**src/hdl/positional_insert_list_defines.svh**
```systemverilog
// Assertion macros shared by the RTL of the positional insert list.
`ifndef POSITIONAL_INSERT_LIST_DEFINES_SVH
`define POSITIONAL_INSERT_LIST_DEFINES_SVH

// Concurrent check sampled on the rising clock, off while reset is asserted.
`define PIL_ASSERT(label, prop, msg) \
	label: assert property (@(posedge clk) disable iff (!arst_n) prop) else $error(msg);

// Condition that must never hold at a sampled clock edge.
`define PIL_NEVER(label, cond, msg) \
	label: assert property (@(posedge clk) disable iff (!arst_n) !(cond)) else $error(msg);

`endif

```
**src/hdl/pil_pkg.sv**
```systemverilog
// Shared codes and types of the positional insert list.
package pil_pkg;

	// Operation carried by an input transaction.
	typedef enum logic {
		KIND_INSERT = 1'b0,
		KIND_REMOVE = 1'b1
	} kind_t;

	// Result status codes.
	typedef enum logic [1:0] {
		ST_OK      = 2'd0,
		ST_BAD_POS = 2'd1,
		ST_EMPTY   = 2'd2,
		ST_FULL    = 2'd3
	} status_t;

endpackage

```
**src/hdl/positional_insert_list.sv**
```systemverilog
// Positional insert list: a bounded ordered list held in a memory and shifted by a sequencer.
//
//   channel   direction  handshake             payload
//   command   in         start while !busy     kind, position, value
//   result    out        done (one cycle)      status, removed_value, length
//
// A refused transaction (full list, position beyond the length, remove from
// an empty list) is answered by done in the cycle after it is accepted, and
// busy stays low. A good insert moves each entry from position p to the tail
// one place back and then writes the new value (S_PUT); a good remove moves
// every entry behind the head one place forward. Each entry moved takes a read
// step (S_RD) and a write step (S_WR) through the single memory port pair. done
// rises as busy falls, and a new command can be taken in the same cycle done is high.
// Reset clears the entry count and the sequencer; the memory keeps no reset.
// The receiver cannot stall; each result is present for exactly one cycle.
`include "positional_insert_list_defines.svh"

module positional_insert_list #(
	parameter int CAPACITY = 16
) (
	input  logic        clk,
	input  logic        arst_n,
	input  logic        start,
	output logic        busy,
	input  logic        kind,
	input  logic [7:0]  position,
	input  logic [31:0] value,
	output logic        done,
	output logic [1:0]  status,
	output logic [31:0] removed_value,
	output logic [4:0]  length
);

	// Address width of the entry memory and width of the entry count.
	localparam int AW = $clog2(CAPACITY);
	localparam int CW = $clog2(CAPACITY + 1);

	typedef enum logic [3:0] {
		S_IDLE = 4'b0001,
		S_RD   = 4'b0010,
		S_WR   = 4'b0100,
		S_PUT  = 4'b1000
	} state_t;

	state_t                state_q;
	logic [CW-1:0]         count_q;
	logic [AW-1:0]         idx_q;
	logic [AW-1:0]         pos_q;
	logic [31:0]           val_q;
	pil_pkg::kind_t        kind_q;
	logic [31:0]           rd_q;
	logic [31:0]           head_q;
	logic                  done_q;
	pil_pkg::status_t      status_q;
	logic [31:0]           removed_q;

	// The entries live in a single-port-write, single-port-read memory.
	logic [31:0]           mem [CAPACITY];

	logic                  full;
	logic                  pos_bad;
	logic [AW-1:0]         idx_dn;
	logic                  rm_last;
	logic [AW-1:0]         rd_addr;
	logic                  wr_en;
	logic [AW-1:0]         wr_addr;
	logic [31:0]           wr_data;
	logic [CW+4:0]         count_ext;

	assign full    = (count_q == CW'(CAPACITY));
	assign pos_bad = (position > 8'(count_q));
	assign idx_dn  = idx_q - AW'(1);
	// During a remove, rm_last marks that the entry at idx_q is the last one to move forward.
	assign rm_last = ((CW'(idx_q) + CW'(1)) == count_q);

	// An insert reads the entry just ahead of the slot being filled; a remove
	// reads the entry that moves one place toward the front.
	always_comb begin
		if (kind_q == pil_pkg::KIND_INSERT) begin
			rd_addr = idx_dn;
		end else begin
			rd_addr = idx_q;
		end
	end

	always_comb begin
		wr_en   = 1'b0;
		wr_addr = idx_q;
		wr_data = rd_q;
		case (state_q)
			S_WR: begin
				if (kind_q == pil_pkg::KIND_INSERT) begin
					wr_en   = 1'b1;
					wr_addr = idx_q;
				end else begin
					// The head is captured, not written, when idx_q is zero.
					wr_en   = (idx_q != '0);
					wr_addr = idx_dn;
				end
			end
			S_PUT: begin
				wr_en   = 1'b1;
				wr_addr = pos_q;
				wr_data = val_q;
			end
			default: begin
				wr_en = 1'b0;
			end
		endcase
	end

	always_ff @(posedge clk) begin
		if (state_q == S_RD) begin
			rd_q <= mem[rd_addr];
		end
		if (wr_en) begin
			mem[wr_addr] <= wr_data;
		end
	end

	// Result payload; sampled by the receiver only while done is high.
	always_ff @(posedge clk) begin
		case (state_q)
			S_IDLE: begin
				if (start) begin
					pos_q  <= position[AW-1:0];
					val_q  <= value;
					kind_q <= pil_pkg::kind_t'(kind);
					if (kind == pil_pkg::KIND_INSERT) begin
						idx_q <= count_q[AW-1:0];
					end else begin
						idx_q <= '0;
					end
					removed_q <= '0;
					if (kind == pil_pkg::KIND_INSERT) begin
						if (full) begin
							status_q <= pil_pkg::ST_FULL;
						end else if (pos_bad) begin
							status_q <= pil_pkg::ST_BAD_POS;
						end
					end else if (count_q == '0) begin
						status_q <= pil_pkg::ST_EMPTY;
					end
				end
			end
			S_WR: begin
				if (kind_q == pil_pkg::KIND_INSERT) begin
					idx_q <= idx_dn;
				end else begin
					if (idx_q == '0) begin
						head_q <= rd_q;
					end
					if (rm_last) begin
						status_q  <= pil_pkg::ST_OK;
						removed_q <= (idx_q == '0) ? rd_q : head_q;
					end else begin
						idx_q <= idx_q + AW'(1);
					end
				end
			end
			S_PUT: begin
				status_q  <= pil_pkg::ST_OK;
				removed_q <= '0;
			end
			default: begin
				status_q <= status_q;
			end
		endcase
	end

	// Sequencer and entry count.
	always_ff @(posedge clk or negedge arst_n) begin
		if (!arst_n) begin
			state_q <= S_IDLE;
			count_q <= '0;
			done_q  <= 1'b0;
		end else begin
			done_q <= 1'b0;
			case (state_q)
				S_IDLE: begin
					if (start) begin
						if (kind == pil_pkg::KIND_INSERT) begin
							if (full || pos_bad) begin
								done_q <= 1'b1;
							end else if (count_q[AW-1:0] == position[AW-1:0]) begin
								state_q <= S_PUT;
							end else begin
								state_q <= S_RD;
							end
						end else if (count_q == '0) begin
							done_q <= 1'b1;
						end else begin
							state_q <= S_RD;
						end
					end
				end
				S_RD: begin
					state_q <= S_WR;
				end
				S_WR: begin
					if (kind_q == pil_pkg::KIND_INSERT) begin
						state_q <= (idx_dn == pos_q) ? S_PUT : S_RD;
					end else if (rm_last) begin
						count_q <= count_q - CW'(1);
						done_q  <= 1'b1;
						state_q <= S_IDLE;
					end else begin
						state_q <= S_RD;
					end
				end
				S_PUT: begin
					count_q <= count_q + CW'(1);
					done_q  <= 1'b1;
					state_q <= S_IDLE;
				end
				default: begin
					state_q <= S_IDLE;
				end
			endcase
		end
	end

	// The count already holds the post-operation length when done is high.
	assign count_ext     = (CW + 5)'(count_q);
	assign length        = count_ext[4:0];
	assign busy          = (state_q != S_IDLE);
	assign done          = done_q;
	assign status        = status_q;
	assign removed_value = removed_q;

	`PIL_NEVER(a_count_bound, count_q > CW'(CAPACITY), "entry count above capacity")
	`PIL_ASSERT(a_accept_answered, start && !busy |=> done || busy, "transaction neither answered nor in progress")
	`PIL_ASSERT(a_full_len, done && status == pil_pkg::ST_FULL |-> count_q == CW'(CAPACITY), "full status with room left")
	`PIL_ASSERT(a_empty_res, done && status == pil_pkg::ST_EMPTY |-> count_q == '0 && removed_value == '0, "empty status with entries or a value")
	`PIL_ASSERT(a_done_idle, done |-> !$past(busy) || $past(state_q) == S_PUT || $past(state_q) == S_WR, "result without finishing step")

endmodule

```
**config.mk**
```make
export PLATFORM = sky130hd
export DESIGN_NAME = positional_insert_list
export DESIGN_NICKNAME = d
export VERILOG_FILES = /design/src/hdl/pil_pkg.sv /design/src/hdl/positional_insert_list.sv
export VERILOG_INCLUDE_DIRS = /design/src /design/src/hdl
export SDC_FILE = /design/constraint.sdc
export NUM_CORES = 1
export LEC_CHECK = 0
export BUFFER_PORTS_ARGS = -buffer_cell sky130_fd_sc_hd__buf_2
export CAP_MARGIN = 10
export CORE_ASPECT_RATIO = 0.5
export CORE_UTILIZATION = 51
export DETAILED_ROUTE_END_ITERATION = 10
export PLACE_DENSITY = 0.73
export SETUP_SLACK_MARGIN = 0.1
export SLEW_MARGIN = 0
export SYNTH_ARGS = -nofsm -noshare
export SYNTH_HDL_FRONTEND = slang
export SYNTH_SLANG_ARGS = --single-unit
```
**constraint.sdc**
```tcl
create_clock -name clk -period 5.4 [get_ports clk]
set_clock_uncertainty 0.05 [all_clocks]
set_input_delay 0.27 -clock clk [delete_from_list [all_inputs] [get_ports clk]]
set_output_delay 0.27 -clock clk [all_outputs]
set_load 0.01 [all_outputs]
```
==> results of run 1 <==
==> logic make-up (layout without fill, tap and decap cells) <==
group | count (synthesis) | after routing | synth area share, %
multiplexers | 202 | 202 | 14.3
AO/OA/AOI/OAI | 108 | 108 | 3.18
flip-flops | 661 | 661 | 76.5
AND/OR/NAND/NOR | 148 | 148 | 3.16
XOR/XNOR | 19 | 19 | 0.643
buffers and inverters | 80 | 271 | 1.55
adder cells (fa/ha/maj) | 13 | 13 | 0.657
==> cell type report <==
cell class                 count  share of cell area (%)
sequential                   661                    67.5
tap                          678                    2.89
inverter                      15                   0.192
timing repair buffer         154                    3.70
multi-input combinational    490                    19.9
clock inverter                38                   0.772
clock buffer                  64                    5.03
==> metrics by stage <==
stage | total power (W) | hold WS, ps | instance area (um2)
5_1_grt | 0.0102 | 40.1 | 29300
3_3_place_gp | 0.00622 | 92.6 | 27200
3_5_place_dp | 0.00623 | 99.5 | 27200
2_1_floorplan | 0.00609 | -75.6 | 25900
4_1_cts | 0.00999 | 16.6 | 29300
6_report | 0.00994 | 36.6 | 29300
==> state kept, by name (all words and copies together) (netlist names), 5 cells and up <==
register / flops
rd_q: 32
removed_value: 32
length: 5
head_q: 32
val_q: 32
mem: 512
==> report_power, final <==
part	switching, W	total, W	internal, W	leakage (nW)
combinational	0.000275	0.000526	0.000251	2.62
clock	0.00179	0.00379	0.00200	0.828
sequential	0.0000159	0.00562	0.00560	6.06
total	0.00208	0.00994	0.00786	9.51
==> worst max-delay path, cell delays in order, from the launching register on <==
cell      delay, ps
edfxtp_1        650
inv_1           270
ha_4            740
nand3b_1        200
a211oi_1        300
nor2b_1         250
nand2b_1        310
nor2_4          700
buf_4           400
==> routing by layer <==
metal	GRT usage (%)	up-vias
li1	-	5363
met1	31.5	6746
met2	34.3	605
met3	3.54	66
met4	4.20	0
met5	0	-
==> cells in the mapped netlist (all sizes together), types with 8 or more instances <==
library cell,count
a21oi,11
a22oi,65
and2,33
buf,57
clkbuf,8
dfrtp,9
edfxtp,651
ha,12
inv,15
mux2,66
mux2i,8
mux4,128
nand2,46
nor2,23
nor3,11
xnor2,13
==> timing repair <==
item	in CTS	in global routing
hold buffers	38	0
gates resized for setup	0	0
hold endpoints to repair	47	0
==> worst max-delay path by stage <==
stage,cells past startpoint,from,to
floorplan,5,state_q[2],mem[0][0]
global placement,7,kind_q,mem[3][15]
detailed placement,8,kind_q,mem[11][17]
CTS,8,kind_q,mem[15][15]
global route,8,kind_q,mem[15][11]
finish,8,kind_q,mem[15][19]
==> cell usage in the layout, fill, tap and decap left out, types with 7 or more instances in the layout <==
cell type	n
buf_4	28
dlygate4sd3_1	38
and2_1	33
mux2_1	12
a22oi_1	65
clkinv_2	13
a21oi_1	11
buf_2	84
clkbuf_16	58
mux4_2	128
nor3_2	7
nand2_1	45
dfrtp_1	9
ha_1	11
nor2_1	11
clkinv_1	16
nor2_4	10
mux2_2	54
xnor2_1	12
edfxtp_1	651
mux2i_1	7
inv_1	13
==> summary.txt, run 1 <==
Run status
  • Status: complete, no violations

CTS
  • CTS Buffer Depth: 3
  • Setup bufs post-CTS: 0
  • CTS buffer count: 56
  • Clock-pin transition on the worst setup and hold timing paths: 70 ps
  • CTS Root Cell: clkbuf_16
  • Clock Latency Late Sink: 600 ps
  • CTS tree: yes
  • Depth of the CTS H-tree: 2
  • Sink Count: 661

Detailed routing
  • DRC viols: 0
  • Wire length on met2: between 20 and 30 mm
  • Final WL: 54.3 mm
  • DR WL/cell: between 20 and 30 um
  • TritonRoute pass-1 iters: 5
  • Top sig layer: met4
  • Antenna-violating nets left: 0
  • Routed met3 length: roughly 4.5 mm
  • Vias: around 13000
  • Via density: 6.09
  • Wl on met1: approximately 23 mm
  • DRT iter0 DRCs: between 1000 and 1500

Critical path
  • CP arrival: about 4500 ps
  • Crit path required time: between 5000 and 6000 ps
  • Critical path endpoint category: flop
  • Reg2reg path depth: 8
  • Startpoint Class: flop
  • Setup Crit Path Kind: flop to flop
  • Worst r2r dst: mem[15][19]
  • Reg2Reg Launch Point: kind_q
  • Crit-path max FO: 30
  • R2R setup slack: between 1000 and 1500 ps

Job
  • # Max-Cap Violations: 0

Yosys
  • Largest cells by area after synthesis: edfxtp_1 (76%), mux4_2 (11%), mux2_2 (2.3%)
  • Prevailing post-synth register cell: edfxtp_1
  • Synth warnings: 0
  • Library cells used by synthesis: between 60 and 70
  • Synth Area per Inst: about 21 um2
  • Syn Nets: 1288
  • Gate Count Post-Synth: 1231
  • Part of the Yosys area used for sequential elements: 76.5%
  • Post-synth top area share: approximately three quarters
  • Largest area contributor in the synthesized netlist: edfxtp_1
  • Synthesized area: approximately 0.026 mm2
  • Post-synth EDFFs: ~650
  • #FFs+latches synth: around 660
  • Asr flop ratio synth: 1.51%

Placement
  • Cell count after placement: 1958
  • RePlAce Congestion: between 0.8 and 0.9
  • Port Buf Inserts: 84
  • DP HPWL: ~29 mm
  • Pre-CTS WS: between 1000 and 1500 ps

STA
  • Final setup viols: 0
  • Final hold viol count: 0
  • Slew HR: ~18%
  • Achievable frequency: approximately 240 MHz
  • Final setup margin: 1170 ps
  • Slew Limit Fails: 0
  • Slew @ Worst Pin: ~1200 ps
  • RSZ-0062 raised after global routing: no
  • Tmin final: 4230 ps
  • Period utilisation layout: 78.4%
  • Setup TNS: 0 ps

Global route
  • Antenna violations before repair: 0
  • Largest net degree at the start of global routing: approximately 130
  • Congestion Overflow GR: 0
  • GRT Total Usage: a little over a fifth
  • First-pass GRT wire length: 82.3 mm
  • Vias in the first global route: ~13000

Layout
  • ANT cells: 0
  • Share of cells above drive strength 1: between 20% and 30%
  • Post-route non-filler standard cell count: 2100
  • Register Area: 0.0198 mm2
  • Multi-input logic area: about 0.006 mm2
  • Fillers: 3366
  • Final net count: between 1000 and 1500
  • Util after Layout: 59.5%
  • Area Overhead vs Synth: 13.3%

Floorplan
  • Initial core utilization: 52.5%
  • Die width: between 300 and 400 um
  • Core area: between 0.04 and 0.05 mm2
  • I/O Pins: 85
  • Die ar.: ~0.052 mm2
  • Floorplan row count: between 50 and 60
  • Die span in y: roughly 160 um

Power and ir drop
  • Peak supply drop: ~0.2 mV
  • Pwr dens: 339 mW/mm2
  • Static leakage: around 9.5 nW

Min path
  • Type of the most critical hold path: input port to async pin
Note: power is estimated with default switching activity, not from simulation.
==> run 2, diff against run 1 <==
- clock period: 5.4 -> 4.1 ns (I/O delays scaled with it)
==> run 2 against run 1 <==
  * Utilization increased by 0.23 points
  * Register-to-register slack got worse by 480 ps
  * Sequential power increased by 32%
==> summary.txt, run 2 (synthesis results as in run 1) <==
Power and ir drop
  • Static leakage: 9.57 nW (+0.70%)
  • Pwr dens: 446 mW/mm2 (+32%)
  • Peak supply drop: 0.330 mV (+65%)

Job
  • # Max-Cap Violations: 0 (unchanged)

Critical path
  • CP max-delay cell: edfxtp_1
  • CP cell instances: inv_1 -> ha_1 -> xnor2_1 -> o211ai_1 -> a2111oi_0 -> nand2b_1 -> o31a_2 -> buf_12
  • Critical path endpoint category: flop
  • Startpoint Class: flop
  • Crit path required time: 4350 ps (-1270 ps)
  • CP arrival: 3670 ps (-780 ps)
  • Setup Crit Path Kind: flop to flop
  • Critical path's largest stage delay: 550 ps (-190 ps)
  • Crit-path max FO: 19 (-37%)

Layout
  • Most common cell after layout, fill and taps aside: edfxtp_1
  • Final net count: 1443 (+0.56%)
  • Commonest cells after routing, fill and taps aside: edfxtp_1 (651), mux4_2 (128), buf_2 (84)
  • Max reg flops: 512 (unchanged)
  • Post-route non-filler standard cell count: 2108 (+0.38%)
  • Largest Register: mem
  • Multi-input logic area: 0.00586 mm2 (+0.43%)
  • Share of cells above drive strength 1: 28.6% (-0.58 points)
  • ANT cells: 0 (unchanged)
  • Area Overhead vs Synth: 13.7%
  • Fillers: 3381 (+0.45%)
  • Register Area: 0.0198 mm2 (unchanged)
  • Final instance area: 0.0294 mm2 (+0.39%)

Floorplan
  • Floorplan row count: 57 (unchanged)
  • Die ar.: 0.0517 mm2 (unchanged)
  • I/O Pins: 85 (unchanged)
  • Initial core utilization: 52.5% (unchanged)
  • Die width: 321 um (unchanged)
  • Die span in y: 161 um (unchanged)
  • Core area: 0.0493 mm2 (unchanged)

Global route
  • Met2 track demand over resource: 34.1% (-0.18 points)
  • Antenna violations before repair: 0 (unchanged)
  • Largest net degree at the start of global routing: 83 (-36%)
  • Grt met3 use: 4.48% (+0.94 points)
  • GRT Max-Usage Layer: met2
  • GRT Total Usage: 21.3% (-0.049 points)
  • Met1 Use GR: 30.7% (-0.73 points)
  • Vias in the first global route: 13085 (-0.43%)
  • First-pass GRT wire length: 81.8 mm (-0.57%)
  • Congestion Overflow GR: 0 (unchanged)

STA
  • Slew @ Worst Pin: 971 ps (-262 ps)
  • Final hold viol count: 0 (unchanged)
  • Final setup viols: 0 (unchanged)
  • Period utilisation layout: 83.4% (+5.0 points)
  • Slew Limit Fails: 0 (unchanged)
  • Achievable frequency: 293 MHz (+24%)
  • Tmin final: 3420 ps (-816 ps)
  • RSZ-0062 raised after global routing: no
  • Slew HR: 35.2% (+18 points)

Detailed routing
  • DR WL/cell: 25.7 um (-0.58%)
  • DRC viols: 0 (unchanged)
  • Antenna-violating nets left: 0 (unchanged)
  • Via density: 5.98 (-1.7%)
  • Final WL: 54.2 mm (-0.20%)
  • TritonRoute pass-1 iters: 7 (+2)
  • Vias: 12606 (-1.4%)
  • DRT iter0 DRCs: 1500 (+10%)

Placement
  • Cell count after placement: 1967 (+0.46%)
  • Placed instance area: 0.0273 mm2 (+0.48%)
  • DP HPWL: 30.5 mm (+4.3%)
  • Port Buf Inserts: 84 (unchanged)
  • RePlAce Congestion: 0.807 (+0.40%)

CTS
  • Clock-pin transition on the worst setup and hold timing paths: 70 ps (about the same)
  • Hold Buf Count CTS: 40 (+5.3%)
  • CTS buffer count: 55 (-1.8%)
  • Setup bufs post-CTS: 0 (unchanged)
  • CTS Buffer Depth: 3 (unchanged)
  • Clock Latency Late Sink: 600 ps (about the same)
  • Depth of the CTS H-tree: 2 (unchanged)
  • Sink Count: 661 (unchanged)
  • CTS Root Cell: clkbuf_16
  • CTS tree: yes
  • Post-CTS sizing: 0 (unchanged)

Min path
  • Type of the most critical hold path: input port to flop

Run status
  • Status: complete, no violations
-- run 2: cell count changes in the layout (fill, tap and decap cells not counted), sizes merged --
cell | before | now
dlygate4sd3 | 38 | 40
clkinv | 32 | 21
clkinvlp | 5 | 0
clkbuf | 64 | 76
buf | 116 | 123
inv | 15 | 16
bufinv | 1 | 3
-- run 2: path summary, 6_finish.rpt --
kind	cells past startpoint	slack, ps	end	start
worst max-delay path	8	680	removed_value[9]	idx_q[0]
worst max register to register	8	680	removed_value[9]	idx_q[0]
max in group asynchronous	3	3070	length[3]	arst_n
worst min-delay path	5	30	state_q[1]	position[5]
worst min register to register	1	510	head_q[19]	head_q[19]
min in group asynchronous	2	40	state_q[0]	arst_n
-- run 2: cell type report --
| class | count | area share [%] |
|---|---|---|
| clock buffer | 76 | 5.02 |
| multi-input combinational | 490 | 19.9 |
| clock inverter | 25 | 0.757 |
| inverter | 15 | 0.191 |
| sequential | 661 | 67.3 |
| timing repair buffer | 163 | 4.00 |
| tap | 678 | 2.88 |
-- run 2: critical path: cells and delay by family (launching register included) --
family | cells | cell delay, ps
AND/OR/NAND/NOR | 1 | 230
flip-flops | 1 | 550
adder cells (fa/ha/maj) | 1 | 540
buffers and inverters | 2 | 400
XOR/XNOR | 1 | 160
AO/OA/AOI/OAI | 3 | 1150
-- run 2: where the power goes --
group | total [W] | switching [W] | internal, W | leakage (nW)
logic | 0.000705 | 0.000367 | 0.000339 | 2.69
clock network | 0.00504 | 0.00232 | 0.00272 | 0.823
registers | 0.00740 | 0.0000220 | 0.00738 | 6.06
total | 0.0131 | 0.00271 | 0.0104 | 9.57
-- run 2: per-layer routing --
metal / vias to the layer above / routed length [um]
met5: - / 0
met4: 0 / 823
met3: 54 / 4540
met2: 541 / 26300
met1: 6632 / 22500
li1: 5379 / -
-- run 2: through the flow --
step,hold WS (ps),setup slack (ps),setup TNS [ps],utilization (%),total power (W)
2_1_floorplan,-141,-185,-11860,-,0.00803
3_3_place_gp,19.2,778,0,55.5,0.00821
3_5_place_dp,36.1,694,0,55.5,0.00822
4_1_cts,2.53,655,0,59.7,0.0132
5_1_grt,22.2,291,0,59.7,0.0135
6_report,33.0,681,0,59.7,0.0131
